--- config.mk ---
export PLATFORM = sky130hd
export DESIGN_NAME = hid_descriptor_transfer_size_scan_core
export DESIGN_NICKNAME = d
export VERILOG_FILES = /design/src/hw/rtl/hdts_pkg.sv /design/src/hw/rtl/hid_descriptor_transfer_size_scan_core.sv /design/src/hw/rtl/hdts_front.sv /design/src/hw/rtl/hdts_queue.sv /design/src/hw/rtl/hdts_back.sv
export SDC_FILE = /design/constraint.sdc
export NUM_CORES = 1
export LEC_CHECK = 0
export CORE_MARGIN = 4
export CORE_UTILIZATION = 60
export CTS_BUF_LIST = sky130_fd_sc_hd__clkbuf_2
export CTS_CLUSTER_SIZE = 14
export DETAILED_ROUTE_END_ITERATION = 7
export DONT_BUFFER_PORTS = 1
export GPL_TIMING_DRIVEN = 0
export PLACE_DENSITY = 0.76
export SLEW_MARGIN = 20
export SYNTH_ARGS = -nofsm -noshare
export SYNTH_HDL_FRONTEND = slang
export SYNTH_SLANG_ARGS = --single-unit
--- constraint.sdc ---
create_clock -name clk_i -period 13.3 [get_ports clk_i]
set_input_delay 1.995 -clock clk_i [delete_from_list [all_inputs] [get_ports clk_i]]
set_output_delay 1.995 -clock clk_i [all_outputs]
set_load 0.02 [all_outputs]
--- src/hw/rtl/hdts_pkg.sv ---
// ----------------------------------------------------------------------------
// HID descriptor transfer size scan: shared definitions
// Parser phases, register load codes, item tag constants and the event record
// that passes from the parsing front end to the arithmetic back end.
// ----------------------------------------------------------------------------
package hdts_pkg;

  localparam int unsigned QueueDepth = 4;

  localparam logic [2:0] PhHeader  = 3'd0;
  localparam logic [2:0] PhFirst   = 3'd1;
  localparam logic [2:0] PhRest    = 3'd2;
  localparam logic [2:0] PhLongLen = 3'd3;
  localparam logic [2:0] PhLongTag = 3'd4;
  localparam logic [2:0] PhLongSkp = 3'd5;

  typedef enum logic [1:0] {
    LdNone  = 2'd0,
    LdCount = 2'd1,
    LdSize  = 2'd2
  } load_kind_e;

  localparam logic [3:0] TagLongMark    = 4'd15;
  localparam logic [3:0] TagCountOrOut  = 4'd9;
  localparam logic [3:0] TagReportSize  = 4'd7;
  localparam logic [1:0] TypeMain       = 2'd0;
  localparam logic [1:0] TypeGlobal     = 2'd1;
  localparam logic [1:0] TypeLongMark   = 2'd3;
  localparam logic [1:0] SizeLongMark   = 2'd2;
  localparam int unsigned BitsPerByteLog = 3;

  typedef struct packed {
    load_kind_e  ld_kind;
    logic [7:0]  ld_val;
    logic        do_output;
    logic        last;
  } event_t;

endpackage

--- src/hw/rtl/hid_descriptor_transfer_size_scan_core.sv ---
// ----------------------------------------------------------------------------
// HID descriptor transfer size scan
// Parses a HID report descriptor one byte per request and reports, on the
// final byte, the largest output report size in whole bytes.
// ----------------------------------------------------------------------------
//  Channel   Direction  Payload                         Handshake
//  in        request    desc_byte_i[7:0], last_byte_i   in_valid_i / in_ready_o
//  out       response   transfer_bytes_o[12:0]          out_valid_o / out_ready_i
//
// One byte is accepted per cycle while the event queue has room.
// The last byte's event enters the queue when the byte is accepted; the back end
// moves it into the output register once it reaches the queue head and any
// earlier result has been taken, which registers the result and raises out_valid_o.
// Reset clears parser, queue pointers and back-end state; nothing needs sweeping.
// A stalled result holds only the back end; the parser keeps accepting bytes
// until the queue of QUEUE_DEPTH events is full.
// ----------------------------------------------------------------------------
module hid_descriptor_transfer_size_scan_core #(
  parameter int unsigned QUEUE_DEPTH = hdts_pkg::QueueDepth
) (
  input  logic        clk_i,
  input  logic        rst_ni,
  input  logic        in_valid_i,
  output logic        in_ready_o,
  input  logic [7:0]  desc_byte_i,
  input  logic        last_byte_i,
  output logic        out_valid_o,
  input  logic        out_ready_i,
  output logic [12:0] transfer_bytes_o
);

  hdts_pkg::event_t push_evt, head_evt;
  logic             push, full, head_valid, pop;

  hdts_front u_front (
    .clk_i       (clk_i),
    .rst_ni      (rst_ni),
    .in_valid_i  (in_valid_i),
    .in_ready_o  (in_ready_o),
    .desc_byte_i (desc_byte_i),
    .last_byte_i (last_byte_i),
    .evt_push_o  (push),
    .evt_o       (push_evt),
    .evt_full_i  (full)
  );

  hdts_queue #(
    .DEPTH (QUEUE_DEPTH)
  ) u_queue (
    .clk_i   (clk_i),
    .rst_ni  (rst_ni),
    .push_i  (push),
    .data_i  (push_evt),
    .full_o  (full),
    .pop_i   (pop),
    .valid_o (head_valid),
    .data_o  (head_evt)
  );

  hdts_back u_back (
    .clk_i            (clk_i),
    .rst_ni           (rst_ni),
    .evt_valid_i      (head_valid),
    .evt_i            (head_evt),
    .evt_pop_o        (pop),
    .out_valid_o      (out_valid_o),
    .out_ready_i      (out_ready_i),
    .transfer_bytes_o (transfer_bytes_o)
  );

endmodule

--- src/hw/rtl/hdts_front.sv ---
// ----------------------------------------------------------------------------
// HID descriptor transfer size scan: item parser
// Splits the byte stream into items and emits one event for each byte that
// loads a register, updates the maximum or ends the descriptor.
// ----------------------------------------------------------------------------
module hdts_front (
  input  logic                clk_i,
  input  logic                rst_ni,
  input  logic                in_valid_i,
  output logic                in_ready_o,
  input  logic [7:0]          desc_byte_i,
  input  logic                last_byte_i,
  output logic                evt_push_o,
  output hdts_pkg::event_t    evt_o,
  input  logic                evt_full_i
);

  logic [2:0] phase_q, phase_d;
  logic [7:0] left_q, left_d;
  logic [3:0] tag_q, tag_d;
  logic [1:0] type_q, type_d;
  logic [7:0] first_q, first_d;
  hdts_pkg::load_kind_e pend_q, pend_d;

  logic             accept;
  logic [7:0]       left_dec;
  logic             finish;
  logic [7:0]       finish_val;
  hdts_pkg::event_t evt;

  assign in_ready_o = !evt_full_i;
  assign accept     = in_valid_i && in_ready_o;
  assign left_dec   = left_q - 8'd1;

  always_comb begin
    phase_d    = phase_q;
    left_d     = left_q;
    tag_d      = tag_q;
    type_d     = type_q;
    first_d    = first_q;
    pend_d     = hdts_pkg::LdNone;
    finish     = 1'b0;
    finish_val = first_q;
    evt.ld_kind   = pend_q;
    evt.ld_val    = desc_byte_i;
    evt.do_output = 1'b0;
    evt.last      = last_byte_i;

    case (phase_q)
      hdts_pkg::PhFirst: begin
        first_d    = desc_byte_i;
        left_d     = left_dec;
        finish_val = desc_byte_i;
        if (left_dec == 8'd0) begin
          finish = 1'b1;
        end else begin
          phase_d = hdts_pkg::PhRest;
        end
      end
      hdts_pkg::PhRest: begin
        left_d = left_dec;
        finish = (left_dec == 8'd0);
      end
      hdts_pkg::PhLongLen: begin
        left_d  = desc_byte_i;
        phase_d = hdts_pkg::PhLongTag;
      end
      hdts_pkg::PhLongTag: begin
        tag_d   = desc_byte_i[3:0];
        phase_d = (left_q != 8'd0) ? hdts_pkg::PhLongSkp : hdts_pkg::PhHeader;
      end
      hdts_pkg::PhLongSkp: begin
        left_d = left_dec;
        if (left_dec == 8'd0) begin
          phase_d = hdts_pkg::PhHeader;
        end
      end
      default: begin
        tag_d  = desc_byte_i[7:4];
        type_d = desc_byte_i[3:2];
        if (desc_byte_i[1:0] == hdts_pkg::SizeLongMark &&
            desc_byte_i[3:2] == hdts_pkg::TypeLongMark &&
            desc_byte_i[7:4] == hdts_pkg::TagLongMark) begin
          phase_d = hdts_pkg::PhLongLen;
        end else if (desc_byte_i[1:0] == 2'd0) begin
          phase_d = hdts_pkg::PhHeader;
          if (desc_byte_i[3:2] == hdts_pkg::TypeGlobal) begin
            if (desc_byte_i[7:4] == hdts_pkg::TagCountOrOut) begin
              pend_d = hdts_pkg::LdCount;
            end else if (desc_byte_i[7:4] == hdts_pkg::TagReportSize) begin
              pend_d = hdts_pkg::LdSize;
            end
          end else if (desc_byte_i[3:2] == hdts_pkg::TypeMain &&
                       desc_byte_i[7:4] == hdts_pkg::TagCountOrOut) begin
            evt.do_output = 1'b1;
          end
        end else begin
          left_d  = {6'd0, desc_byte_i[1:0]};
          phase_d = hdts_pkg::PhFirst;
        end
      end
    endcase

    // A finished item never coincides with a pending load, so the load slot is free.
    if (finish) begin
      phase_d = hdts_pkg::PhHeader;
      if (type_q == hdts_pkg::TypeGlobal) begin
        evt.ld_val = finish_val;
        if (tag_q == hdts_pkg::TagCountOrOut) begin
          evt.ld_kind = hdts_pkg::LdCount;
        end else if (tag_q == hdts_pkg::TagReportSize) begin
          evt.ld_kind = hdts_pkg::LdSize;
        end
      end else if (type_q == hdts_pkg::TypeMain && tag_q == hdts_pkg::TagCountOrOut) begin
        evt.do_output = 1'b1;
      end
    end
  end

  assign evt_o      = evt;
  assign evt_push_o = accept &&
                      (evt.ld_kind != hdts_pkg::LdNone || evt.do_output || evt.last);

  always_ff @(posedge clk_i or negedge rst_ni) begin
    if (!rst_ni) begin
      phase_q <= hdts_pkg::PhHeader;
      left_q  <= 8'd0;
      tag_q   <= 4'd0;
      type_q  <= 2'd0;
      first_q <= 8'd0;
      pend_q  <= hdts_pkg::LdNone;
    end else if (accept) begin
      if (last_byte_i) begin
        phase_q <= hdts_pkg::PhHeader;
        left_q  <= 8'd0;
        tag_q   <= 4'd0;
        type_q  <= 2'd0;
        first_q <= 8'd0;
        pend_q  <= hdts_pkg::LdNone;
      end else begin
        phase_q <= phase_d;
        left_q  <= left_d;
        tag_q   <= tag_d;
        type_q  <= type_d;
        first_q <= first_d;
        pend_q  <= pend_d;
      end
    end
  end

endmodule

--- src/hw/rtl/hdts_queue.sv ---
// ----------------------------------------------------------------------------
// HID descriptor transfer size scan: event queue
// A small register FIFO that decouples the parser from the arithmetic stage.
// ----------------------------------------------------------------------------
module hdts_queue #(
  parameter int unsigned DEPTH = hdts_pkg::QueueDepth
) (
  input  logic             clk_i,
  input  logic             rst_ni,
  input  logic             push_i,
  input  hdts_pkg::event_t data_i,
  output logic             full_o,
  input  logic             pop_i,
  output logic             valid_o,
  output hdts_pkg::event_t data_o
);

  localparam int unsigned PtrW = (DEPTH > 1) ? $clog2(DEPTH) : 1;
  localparam int unsigned CntW = $clog2(DEPTH + 1);
  localparam logic [PtrW-1:0] PtrLast = PtrW'(DEPTH - 1);
  localparam logic [CntW-1:0] CntFull = CntW'(DEPTH);

  hdts_pkg::event_t mem_q [DEPTH];
  logic [PtrW-1:0]  wr_q, rd_q;
  logic [CntW-1:0]  cnt_q;
  logic             do_push, do_pop;

  assign full_o  = (cnt_q == CntFull);
  assign valid_o = (cnt_q != '0);
  assign data_o  = mem_q[rd_q];
  assign do_push = push_i && !full_o;
  assign do_pop  = pop_i && valid_o;

  always_ff @(posedge clk_i) begin
    if (do_push) begin
      mem_q[wr_q] <= data_i;
    end
  end

  always_ff @(posedge clk_i or negedge rst_ni) begin
    if (!rst_ni) begin
      wr_q  <= '0;
      rd_q  <= '0;
      cnt_q <= '0;
    end else begin
      if (do_push) begin
        wr_q <= (wr_q == PtrLast) ? '0 : wr_q + PtrW'(1);
      end
      if (do_pop) begin
        rd_q <= (rd_q == PtrLast) ? '0 : rd_q + PtrW'(1);
      end
      if (do_push && !do_pop) begin
        cnt_q <= cnt_q + CntW'(1);
      end else if (do_pop && !do_push) begin
        cnt_q <= cnt_q - CntW'(1);
      end
    end
  end

endmodule

--- src/hw/rtl/hdts_back.sv ---
// ----------------------------------------------------------------------------
// HID descriptor transfer size scan: arithmetic stage
// Holds report count and size, keeps the largest output report in bits and
// presents the transfer size in bytes at the end of each descriptor.
// ----------------------------------------------------------------------------
module hdts_back (
  input  logic             clk_i,
  input  logic             rst_ni,
  input  logic             evt_valid_i,
  input  hdts_pkg::event_t evt_i,
  output logic             evt_pop_o,
  output logic             out_valid_o,
  input  logic             out_ready_i,
  output logic [12:0]      transfer_bytes_o
);

  logic [7:0]  count_q, count_d;
  logic [7:0]  size_q, size_d;
  logic [15:0] max_q, max_d;
  logic [15:0] prod;
  logic [12:0] out_q;
  logic        out_valid_q;

  assign evt_pop_o = evt_valid_i && (!evt_i.last || !out_valid_q || out_ready_i);

  always_comb begin
    count_d = count_q;
    size_d  = size_q;
    if (evt_i.ld_kind == hdts_pkg::LdCount) begin
      count_d = evt_i.ld_val;
    end else if (evt_i.ld_kind == hdts_pkg::LdSize) begin
      size_d = evt_i.ld_val;
    end
    prod  = 16'(count_d) * 16'(size_d);
    max_d = (evt_i.do_output && prod > max_q) ? prod : max_q;
  end

  always_ff @(posedge clk_i) begin
    if (evt_pop_o && evt_i.last) begin
      out_q <= max_d[15:hdts_pkg::BitsPerByteLog];
    end
  end

  always_ff @(posedge clk_i or negedge rst_ni) begin
    if (!rst_ni) begin
      count_q     <= 8'd0;
      size_q      <= 8'd0;
      max_q       <= 16'd0;
      out_valid_q <= 1'b0;
    end else begin
      if (evt_pop_o) begin
        if (evt_i.last) begin
          count_q <= 8'd0;
          size_q  <= 8'd0;
          max_q   <= 16'd0;
        end else begin
          count_q <= count_d;
          size_q  <= size_d;
          max_q   <= max_d;
        end
      end
      if (evt_pop_o && evt_i.last) begin
        out_valid_q <= 1'b1;
      end else if (out_ready_i) begin
        out_valid_q <= 1'b0;
      end
    end
  end

  assign out_valid_o      = out_valid_q;
  assign transfer_bytes_o = out_q;

endmodule
# Word level (Yosys, flattened, before mapping)
# Memory sizes are Yosys's and may differ from the RTL's.
# Index checks and enable logic that the tools add are counted.
[classes]
add_sub_neg = 5
n_mul = 1
n_lt_le_gt_ge = 1
eq_ne = 27
muxes = 53
reduce_logical = 40
[op_table]
columns = ["op", "count"]
rows = [
  ["$mux 8", 10],
  ["$mux 16", 2],
  ["$mux 2", 13],
  ["$mux 3", 8],
  ["$pmux 8 s3", 1],
  ["$gt 16x16->1", 1],
  ["$mul 8x8->16", 1],
  ["$pmux 3 s5", 1],
  ["$logic_and 1x1->1", 13],
  ["$mux 1", 13],
  ["$eq 4x4->1 const B", 3],
  ["$mux 11", 1],
  ["$eq 2x2->1 const B", 5],
  ["$mux 10", 1],
  ["$eq 3x3->1 const B", 3],
  ["$eq 4x3->1 const B", 2],
  ["$logic_not 8->1", 1],
  ["$ne 4x4->1 const B", 2],
  ["$pmux 4 s2", 1],
  ["$reduce_and 4->1", 2],
  ["$reduce_bool 2->1", 4],
  ["$reduce_bool 8->1", 1],
  ["$sub 8x1->8 const B", 1],
  ["$eq 2x1->1 const B", 3],
  ["other kinds (20)", 34],
]
[word_totals]
regBits = 80
mem_bits_rw = 48
inputBits = 13
wordCells = 143
n_memories = 1
[memory_table]
columns = ["name", "words", "word_bits", "rd", "rd_clocked_by_memory_dff", "wr", "line", "source"]
rows = [
  ["u_queue.mem_q", 4, 12, 1, 0, 1, "hdts_queue.sv:23", "hdts_pkg::event_t mem_q [DEPTH];"],
]

# Longest topological paths before layout
# Gate-level depths: netlist of run 1.
[logic_depth]
depth_word = 19
mapped_depth = 30
depth_no_buf = 25

# Cells and area by module
# From an unflattened synthesis of run 1, not the netlist that was laid out.
[hier_totals]
hier_cells = 797
area_unflattened_um2 = 8657.1
[modules_own_cells]
columns = ["mod", "n_inst", "cells_each", "area_per_inst_um2", "seq_area_each_um2"]
rows = [
  ["hdts_back", 1, 488, 4563.1, 1216.2],
  ["hdts_queue", 1, 100, 2198.4, 1616.6],
  ["hdts_front", 1, 209, 1895.6, 675.6],
]

# Worst setup path before layout of run 1
# No wires, ideal clock.
[synth_timing]
path_kind = "reg2reg"
from = "reg u_queue.rd_q[0]"
to = "reg u_back.max_q[10]"
setup_ps = 121
arrival_time_ps = 7178
t_required_ps = 13179
setup_slack_ps = 6001
path_stages_with_launch = 30
path_buffers = 5
cell_sequence = "dfrtp_1 -> buf_2 -> mux4_2 -> nor2b_1 -> buf_4 -> mux2i_2 -> or2_1 -> fa_1 -> fa_1 -> inv_1 -> fa_1 -> inv_1 -> fa_1 -> inv_1 -> ha_1 -> clkbuf_1 -> a211o_1 -> a31oi_1 -> nor2_1 -> o221ai_1 -> xnor2_1 -> ha_1 -> nand4_1 -> or3_1 -> o31ai_2 -> a41oi_2 -> and2_1 -> buf_6 -> buf_6 -> a22o_1"
[synth_between]
elab_chain_cells = 9
elab_cells_between_ends = 15
cone_classes = "mul (1); order compare (1); eq/ne (2); mux (5); reduce/logical (5); memory (1)"
[synth_lines]
columns = ["element", "line", "source"]
rows = [
  ["from (decl)", "hdts_queue.sv:24", "logic [PtrW-1:0] wr_q, rd_q;"],
  ["from (signal assigned)", "hdts_queue.sv:50", "rd_q <= (rd_q == PtrLast) ? '0 : rd_q + PtrW'(1);"],
  ["$mem_v2 4x12 (*)", "-", ""],
  ["$eq 2x2->1", "hdts_back.sv:31", "end else if (evt_i.ld_kind == hdts_pkg::LdSize) begin"],
  ["$mux 8", "hdts_back.sv:31", ""],
  ["$mux 8", "hdts_back.sv:29", "if (evt_i.ld_kind == hdts_pkg::LdCount) begin"],
  ["$mul 8x8->16", "hdts_back.sv:34", "prod = 16'(count_d) * 16'(size_d);"],
  ["$gt 16x16->1", "hdts_back.sv:35", "max_d = (evt_i.do_output && prod > max_q) ? prod : max_q;"],
  ["$logic_and 1x1->1", "hdts_back.sv:35", ""],
  ["$mux 16", "hdts_back.sv:35", ""],
  ["$mux 16", "hdts_back.sv:52", "if (evt_i.last) begin"],
  ["to (signal assigned)", "hdts_back.sv:59", "max_q <= max_d;"],
  ["to (decl)", "hdts_back.sv:19", "logic [15:0] max_q, max_d;"],
]
# Every way passes the cells marked *; elsewhere a longest branch is shown, timed or not. The select of a mux whose other input is x is not followed.
# A chain may end at the register's enable or synchronous reset.

# Final worst setup path of run 1
[layout_timing]
from = "reg u_queue.rd_q[0]"
to = "reg u_back.out_q[11], in the netlist u_back.transfer_bytes_o[11], data pin"
[layout_between]
elab_chain_cells = 8
elab_cells_between_ends = 10
cone_classes = "mul (1); order compare (1); eq/ne (2); mux (4); reduce/logical (1); memory (1)"
[layout_lines]
columns = ["element", "line", "source"]
rows = [
  ["$mem_v2 4x12 (*)", "-", ""],
  ["$eq 2x2->1", "hdts_back.sv:31", ""],
  ["$mux 8", "hdts_back.sv:31", ""],
  ["$mux 8", "hdts_back.sv:29", ""],
  ["$mul 8x8->16", "hdts_back.sv:34", ""],
  ["$gt 16x16->1", "hdts_back.sv:35", ""],
  ["$logic_and 1x1->1", "hdts_back.sv:35", ""],
  ["$mux 16 (*)", "hdts_back.sv:35", ""],
  ["via u_back.max_d[14]", "hdts_back.sv:19", ""],
  ["to (signal assigned)", "hdts_back.sv:40", "out_q <= max_d[15:hdts_pkg::BitsPerByteLog];"],
  ["to (decl)", "hdts_back.sv:21", "logic [12:0] out_q;"],
]
# The timed path passes the listed nets; every way through them passes the cells marked *. The select of a mux whose other input is x is not followed.

==> metrics.cfg, run 1 <==
[global_route]
grt.total_usage_pct=23.8
grt_pass1_wl_um=30900
grt_antenna_before_repair=0
overflow=0
grt_max_degree=68
grt_pass1_vias=6380

[die]
start_util_pct=61.1
die_y_um=127
fp.dieW_um=127
dieArea_um2=16100
core_um2=13900
rows=43
pin_count=28

[clock_tree]
clk_latency_ns=0.71
hold_buffers=0
clock_path_buffers=2
root_buffer=clkbuf_2
clk_pin_slew_ns=0.19
ctsHtreeMaxLevel=4
cts_resized=0
post-cts-setup-buffers=0
numClockSinks=128
cts_tree=done
numCtsBuffers=17

[detailed_routing]
vias_per_cell=6.06
drt_pass1_iterations=7
drtIter0Drc=439
avgRoutedWirePerCell_um=18.0
routed_wirelength_um=17900
vias=6013
drc_errors=0
antenna_left=0

[yosys]
synth_nets=890
synth-edff-count=61
yosys.area.top_type=edfxtp_1
synth_top_area_share_pct=21.6
synth-warning-count=0
synth_flop_cell=dfrtp_1
synthTopCellsByArea=edfxtp_1 22%, dfrtp_1 20%, ha_1 8.9%
seq_area_frac_synth_pct=41.4
yosysMostFrequentCell=nor2_1
syn_inst=780
ys_types=68
syn_avg_cell_area_um2=10.9
synth.ff_latch_count=128
syn-cell-area_um2=8480
async_flop_share_pct=52.3
synthTopCellsByCount=85 x nor2_1, 77 x inv_1, 67 x dfrtp_1

[placement]
hpwlAfterDp_um=13300
gp_congestion=0.915
io_buffers=0

[worst_setup_path]
crit_fanout=10
path_buf_inv=7
rrSetupSlack_ns=5.00
cp_top_family=adder cells
worstPathArrival_ns=8.76
worstSetupEndpointType=flop
r2r_cells=27
worstPathRequired_ns=13.76
startpoint_type=flop
worst_path_most_repeated_cell=fa_1
cpPeakStageDelay_ns=0.55
worstReg2RegEnd=u_back.transfer_bytes_o[11]
r2r_start=u_queue.rd_q[0]
worstSetupPathType=flop to flop
cp_slowest_cell=fa_1

[timing]
fin_crit_sh_pct=62.4
finalMaxSlewViolations=0
hold_violations=0
fin_skew_ns=0.0308
tns_ns=0
tightest_slew_ns=0.691
fmax_mhz=121
period_needed_ns=8.30
rsz0062_at_grt=false
max_slew_margin_pct=53.9
setup_viol=0

[job]
drv_cap=0

[final_layout]
area_growth_pct=5.58
num-fill-cells=1070
regArea_um2=3510
layout.nets=909
n_antenna_cell=0
multi_input_area_um2=4520
drive_above_1_share_pct=10.8

[hold_path]
holdPathStages=1
hold_end=u_queue.cnt_q[2]
hp-class=flop to flop
hold_start=u_queue.cnt_q[2]

[outcome]
status=complete, no violations

-- flip-flops by register name (all words and copies together) (netlist names) --
| signal | cells |
|---|---|
| u_queue.mem_q | 48 |
| u_back.max_q | 16 |
| u_back.transfer_bytes_o | 13 |
| u_back.count_q | 8 |
| u_back.size_q | 8 |
| u_front.first_q | 8 |
| u_front.left_q | 8 |
| u_front.tag_q | 4 |
| u_front.phase_q | 3 |
| u_queue.cnt_q | 3 |
| u_front.pend_q | 2 |
| u_front.type_q | 2 |
| u_queue.rd_q | 2 |
| u_queue.wr_q | 2 |
| u_back.out_valid_o | 1 |
-- how the worst max path moves through the flow --
stage,from,end,slack (ns),cells past startpoint
after detailed placement,u_queue.rd_q[0],u_back.transfer_bytes_o[7],5.08,27
after global routing,u_queue.rd_q[0],u_back.transfer_bytes_o[7],4.45,27
after floorplan,u_queue.rd_q[0],u_back.max_q[10],6.00,29
after CTS,u_queue.rd_q[0],u_back.transfer_bytes_o[7],5.02,27
after global placement,u_queue.rd_q[0],u_back.transfer_bytes_o[9],5.22,26
final,u_queue.rd_q[0],u_back.transfer_bytes_o[11],5.00,27
-- area by class of cell --
type                            count  area share (%)
Inverter                           77            3.23
Buffer                             32            1.77
Clock buffer                       22            1.23
Sequential cell                   128            39.2
Multi-Input combinational cell    543            50.5
Clock inverter                     10            1.54
Tap cell                          180            2.52
-- kinds of logic (layout without fill, tap and decap cells) --
logic type,after synthesis,count (layout),synth area share [%]
AND/OR/NAND/NOR,221,221,12.2
AO/OA/AOI/OAI,150,150,12.1
flip-flops,128,128,41.4
buffers and inverters,109,141,5.28
adder cells (fa/ha/maj),97,97,17.6
multiplexers,53,53,9.19
XOR/XNOR,22,22,2.27
-- through the flow --
step           utilization (%)  setup slack, ns  hold slack [ns]  instance area (um2)  instances
2_1_floorplan                -             6.00            0.455                 8480        780
3_3_place_gp              62.7             5.22            0.474                 8700        960
3_5_place_dp              62.7             5.08            0.481                 8700        960
4_1_cts                   64.5             5.02            0.502                 8950        992
5_1_grt                   64.5             4.45            0.534                 8950        992
6_report                  64.5             5.00            0.502                 8950        992
-- metal layers --
layer  GRT usage (%)  vias to the layer above  routed length [um]
met5               0                        -                   0
met4            8.08                        0                 408
met3            4.93                       41                 794
met2            42.0                      186                9280
met1            29.2                     2989                7390
li1                -                     2797                   -
-- placed cells by master, fill, tap and decap left out, types with 4 or more instances in the layout --
master,instances
mux2_1,8
nand2_1,62
xor2_1,7
clkbuf_2,22
inv_1,77
and2_1,6
buf_2,7
edfxtp_1,61
mux2i_2,14
or2_1,10
a21oi_1,22
ha_1,60
o31ai_1,4
mux2i_1,8
clkbuf_1,18
mux2_2,9
nor3_1,9
o21ai_0,30
buf_4,4
nand3b_1,4
a21o_1,11
nor2b_1,5
a22o_1,23
nand4_1,7
nor2_1,85
fa_1,37
dfrtp_1,67
or3_1,4
o22ai_1,5
o21ai_1,19
nand3_1,10
xnor2_1,15
a22oi_1,8
mux4_2,12
Power of run 1 is left out: the tool's default activity adds up to more than one toggle a clock period on the data nets, which glitch-free logic cannot reach.
==> inputs of run 2 (changes only) <==
Clock period 13.3 ns to 7.65 ns, I/O delays scaled along.
==> run 2 against run 1 <==
Non-clock buffer count increased by 38. Via count increased by 5.0%. Utilization increased by 4.3 points. Register-to-register slack got worse by 4.8 ns. Sequential share of layout area decreased by 2.4 points. Critical path type unchanged.
==> metrics.cfg, run 2 (synthesized netlist as in run 1, its figures left out) <==
[timing]
fin_skew_ns=0.0301  ; -0.000715 ns
hold_violations=0  ; unchanged
fin_crit_sh_pct=96.9  ; +35 points
setup_viol=0  ; unchanged
period_needed_ns=7.42  ; -0.882 ns
worst_hold_slack_ns=0.0781  ; -0.424 ns
finalMaxSlewViolations=0  ; unchanged
tightest_slew_ns=0.681  ; -0.00959 ns
max_slew_margin_pct=54.6  ; +0.64 points
fmax_mhz=135  ; +12%

[job]
drv_cap=0  ; unchanged

[global_route]
grt.total_usage_pct=24.9  ; +1.1 points
overflow=0  ; unchanged
grt_pass1_wl_um=32300  ; +4.5%
grt_pass1_vias=6603  ; +3.5%
grt_antenna_before_repair=0  ; unchanged
grt_max_degree=68  ; unchanged

[final_layout]
n_antenna_cell=0  ; unchanged
multi_input_area_um2=4790  ; +5.8%
largest_reg_flops=48  ; unchanged
final_cell_area_um2=9550  ; +6.7%
layout.nets=947  ; +4.2%
layout_commonest_cell=nor2_1
drive_above_1_share_pct=17.5  ; +6.7 points
most-common-layout-cells=85 x nor2_1, 77 x inv_1, 67 x dfrtp_1
final_util_pct=68.8  ; +4.3 points
regArea_um2=3510  ; unchanged
area_growth_pct=12.6
num-fill-cells=982  ; -8.2%
largest_register=u_queue.mem_q

[die]
die_y_um=127  ; unchanged
rows=43  ; unchanged
core_um2=13900  ; unchanged
dieArea_um2=16100  ; unchanged
pin_count=28  ; unchanged
fp.dieW_um=127  ; unchanged
start_util_pct=61.1  ; unchanged

[detailed_routing]
routed_wirelength_um=19400  ; +8.3%
top_layer=met4
avgRoutedWirePerCell_um=18.8  ; +4.3%
drc_errors=0  ; unchanged
drt_pass1_iterations=6  ; -1
antenna_left=0  ; unchanged
drtIter0Drc=461  ; +5.0%
wl_met3_um=1040  ; +31%
met1Wirelength_um=7650  ; +3.6%
vias_per_cell=6.13  ; +1.1%
route.met2.wl_um=10200  ; +9.5%
vias=6314  ; +5.0%

[clock_tree]
clk_pin_slew_ns=0.20  ; about the same
cts_tree=done
clk_latency_ns=0.73  ; +0.02 ns
hold_buffers=0  ; unchanged
clock_path_buffers=2  ; unchanged
ctsHtreeMaxLevel=4  ; unchanged
numClockSinks=128  ; unchanged
numCtsBuffers=17  ; unchanged
root_buffer=clkbuf_2

[worst_setup_path]
startpoint_type=flop
crit_fanout=10  ; unchanged
worstPathRequired_ns=8.26  ; -5.50 ns
worstPathArrival_ns=8.03  ; -0.73 ns
worstSetupEndpointType=flop
worstSetupPathType=flop to flop

[placement]
hpwlAfterDp_um=13300  ; unchanged
io_buffers=0  ; unchanged
gp_congestion=0.915  ; unchanged
dpl_cell_area_um2=8700  ; unchanged

[outcome]
status=complete, no violations

[hold_path]
hp-class=primary input to asynchronous set/reset pin

[run 2: final timing paths]
path                             startpoint               end  slack (ns)  cells past startpoint
hold / removal                       rst_ni  u_back.size_q[6]        0.08                      0
min in group clk_i         u_queue.cnt_q[2]  u_queue.cnt_q[2]        0.50                      1
setup / recovery            u_queue.rd_q[0]  u_back.max_q[12]        0.23                     26
setup reg to reg            u_queue.rd_q[0]  u_back.max_q[12]        0.23                     26
hold reg to reg            u_queue.cnt_q[2]  u_queue.cnt_q[2]        0.50                      1
max in group asynchronous            rst_ni  u_back.max_q[13]        7.40                      0
[run 2: critical path, cell delays in order, from the launching register on]
cell and delay, ns:
dfrtp_1 0.43, buf_6 0.13, mux4_2 0.50, nor2b_1 0.16, buf_6 0.22, mux2i_4 0.29
buf_4 0.18, nor2_1 0.06, fa_1 0.50, fa_1 0.52, fa_1 0.55, inv_1 0.06
fa_1 0.53, inv_1 0.05, ha_2 0.34, nor2b_1 0.17, a221o_1 0.32, a311o_1 0.37
ha_1 0.31, nand4_1 0.17, or3_4 0.43, o31ai_4 0.19, a41oi_2 0.09, and2_1 0.22
buf_6 0.13, buf_6 0.14, a22o_1 0.23
[run 2: routing by layer]
layer / up-vias / global-route usage [%]
met2: 259 / 43.7
met3: 52 / 4.76
met1: 3133 / 30.3
met4: 0 / 9.91
li1: 2870 / -
met5: - / 0
[run 2: final cells by class]
cell class | instances | share of cell area, %
flip-flops and latches | 128 | 36.7
repair buffers | 41 | 3.26
well taps | 180 | 2.36
clock inverters | 10 | 1.44
inverters | 77 | 3.03
clock buffers | 22 | 1.15
plain buffers | 29 | 1.87
multi-input cells | 543 | 50.1
[run 2: timing repair]
item                                    CTS  global route
buffers inserted                         26            15
resized for setup                        25            27
pin swaps                                 3            17
endpoints found under the setup margin   29            29
[run 2: stage by stage]
stage	TNS [ns]	std cells	setup WS [ns]
floorplan	0	780	0.351
global placement	-8.98	960	-0.429
detailed placement	-12.66	960	-0.566
CTS	0	1015	0.0429
global route	-0.727	1030	-0.0649
finish	0	1030	0.235
Power of run 2 is left out for the same reason.
==> inputs of run 3 (changes only) <==
Settings changed: CELL_PAD_IN_SITES_DETAIL_PLACEMENT set to 1, CELL_PAD_IN_SITES_GLOBAL_PLACEMENT set to 1, CORE_UTILIZATION 60 to 54, PLACE_DENSITY 0.76 to not set, PLACE_DENSITY_LB_ADDON set to 0.1.
==> run 3 against run 2 <==
Cell count rose by 3.1%. Register-to-register slack got worse by 0.09 ns. Sequential cell count did not move. Worst setup slack got worse by 0.089 ns. Utilization fell by 5.7 points. Global-route usage rose by 1.3 points. Count of clock-buffer cells in the layout fell by 3. Sequential share of layout area fell by 0.41 points. Fmax fell by 1.2%. Hold slack improved by 0.032 ns. Critical endpoint is now u_back.max_q[2].
==> metrics.cfg, run 3 (synthesized netlist as in run 1, its figures left out) <==
[outcome]
status=complete, no violations

[die]
pin_count=28  ; unchanged
rows=45  ; +4.7%
fp.dieW_um=133  ; +5.1%
start_util_pct=55.4  ; -5.7 points
die_y_um=133  ; +5.1%
core_um2=15300  ; +10%
dieArea_um2=17800  ; +10%

[detailed_routing]
routed_wirelength_um=22700  ; +17%
drc_errors=0  ; unchanged
vias_per_cell=5.95  ; -3.0%
avgRoutedWirePerCell_um=21.4  ; +14%
drt_pass1_iterations=4  ; -2
antenna_left=0  ; unchanged
drtIter0Drc=289  ; -37%
vias=6314  ; unchanged

[job]
drv_cap=0  ; unchanged

[worst_setup_path]
cp_slowest_cell=mux4_2
worstSetupPathType=flop to flop
worst_path_most_repeated_cell=fa_1
cpPeakStageDelay_ns=0.54  ; about the same
crit_fanout=10  ; unchanged
worstPathRequired_ns=8.24  ; -0.02 ns
startpoint_type=flop
worstSetupEndpointType=flop
worstPathArrival_ns=8.10  ; +0.07 ns

[timing]
finalMaxSlewViolations=0  ; unchanged
worst_hold_slack_ns=0.110  ; +0.0320 ns
hold_violations=0  ; unchanged
fin_skew_ns=0.0412  ; +0.0111 ns
fmax_mhz=133  ; -1.2%
fin_crit_sh_pct=98.1  ; +1.2 points
tightest_slew_ns=0.701  ; +0.0195 ns
setup_viol=0  ; unchanged
period_needed_ns=7.50  ; +0.0888 ns
max_slew_margin_pct=53.3  ; -1.3 points
tns_ns=0  ; unchanged

[placement]
io_buffers=0  ; unchanged
hpwlAfterDp_um=15600  ; +17%
dpl_cell_area_um2=8740  ; +0.45%
gp_congestion=0.870  ; -5.0%

[global_route]
grt.total_usage_pct=26.2  ; +1.3 points
grt_pass1_vias=6905  ; +4.6%
grt_pass1_wl_um=36600  ; +13%
overflow=0  ; unchanged
grt_antenna_before_repair=0  ; unchanged
grt_max_degree=68  ; unchanged

[clock_tree]
root_buffer=clkbuf_2
numClockSinks=128  ; unchanged
clk_pin_slew_ns=0.23  ; +0.03 ns
ctsHtreeMaxLevel=4  ; unchanged
clk_latency_ns=0.69  ; -0.04 ns
clock_path_buffers=2  ; unchanged
numCtsBuffers=17  ; unchanged
cts_tree=done

[final_layout]
layout_commonest_cell=nor2_1
final_util_pct=63.1  ; -5.7 points
layout.nets=948  ; +0.11%
drive_above_1_share_pct=18.1  ; +0.57 points
most-common-layout-cells=84 x nor2_1, 77 x inv_1, 67 x dfrtp_1
n_antenna_cell=0  ; unchanged
final_cell_area_um2=9660  ; +1.1%
largest_register=u_queue.mem_q
largest_reg_flops=48  ; unchanged
area_growth_pct=13.9

[hold_path]
hp-class=primary input to asynchronous set/reset pin

## run 3: area by class of cell
class | count | area, um2
plain buffers | 29 | 184
clock buffers | 19 | 95.1
clock inverters | 13 | 115
fillers | 1614 | 5660
inverters | 77 | 289
multi-input cells | 543 | 4830
flip-flops and latches | 128 | 3510
well taps | 211 | 264
repair buffers | 42 | 367
## run 3: metal layers
layer	wire, um	GRT usage [%]	share of wire, %	vias to the layer above
met3	846	4.91	3.7	39
met2	12100	47.3	53	168
met5	0	0	0	-
met1	9330	31.5	41	3232
li1	-	-	-	2875
met4	446	8.80	2.0	0
## run 3: through the flow
stage | std cells | worst slack, ns
floorplan | 780 | 0.351
global placement | 991 | -0.567
detailed placement | 991 | -0.758
CTS | 1049 | 0.00154
global route | 1062 | -0.132
finish | 1062 | 0.146
## run 3: path summary, 6_finish.rpt
| check | start | end | slack, ns | depth (start not counted) |
|---|---|---|---|---|
| min reg2reg | u_queue.cnt_q[2] | u_queue.cnt_q[2] | 0.51 | 1 |
| min in group clk_i | u_queue.cnt_q[2] | u_queue.cnt_q[2] | 0.51 | 1 |
| max reg2reg | u_queue.rd_q[0] | u_back.max_q[2] | 0.15 | 30 |
| max in group asynchronous | rst_ni | u_queue.wr_q[1] | 6.69 | 1 |
| min | rst_ni | u_back.max_q[1] | 0.11 | 0 |
| max | u_queue.rd_q[0] | u_back.max_q[2] | 0.15 | 30 |
## run 3: what timing repair did
| action | 4_1_cts | 5_1_grt |
|---|---|---|
| pin swaps | 8 | 21 |
| endpoints found under the hold margin | 0 | 1 |
| gates resized for setup | 31 | 31 |
| hold buffers | 0 | 1 |
| endpoints found under the setup margin | 29 | 29 |
| setup buffers | 29 | 12 |
## run 3: critical path: cells and delay by family, from the launching register on
| family | cells | cell delay, ns |
|---|---|---|
| fa+ha+maj | 6 | 2.60 |
| compound gates | 7 | 1.31 |
| simple gates | 5 | 1.10 |
| buf+inv | 9 | 1.03 |
| mux | 2 | 0.77 |
| flops | 1 | 0.44 |
| xor+xnor | 1 | 0.14 |
Power of run 3 is left out for the same reason.
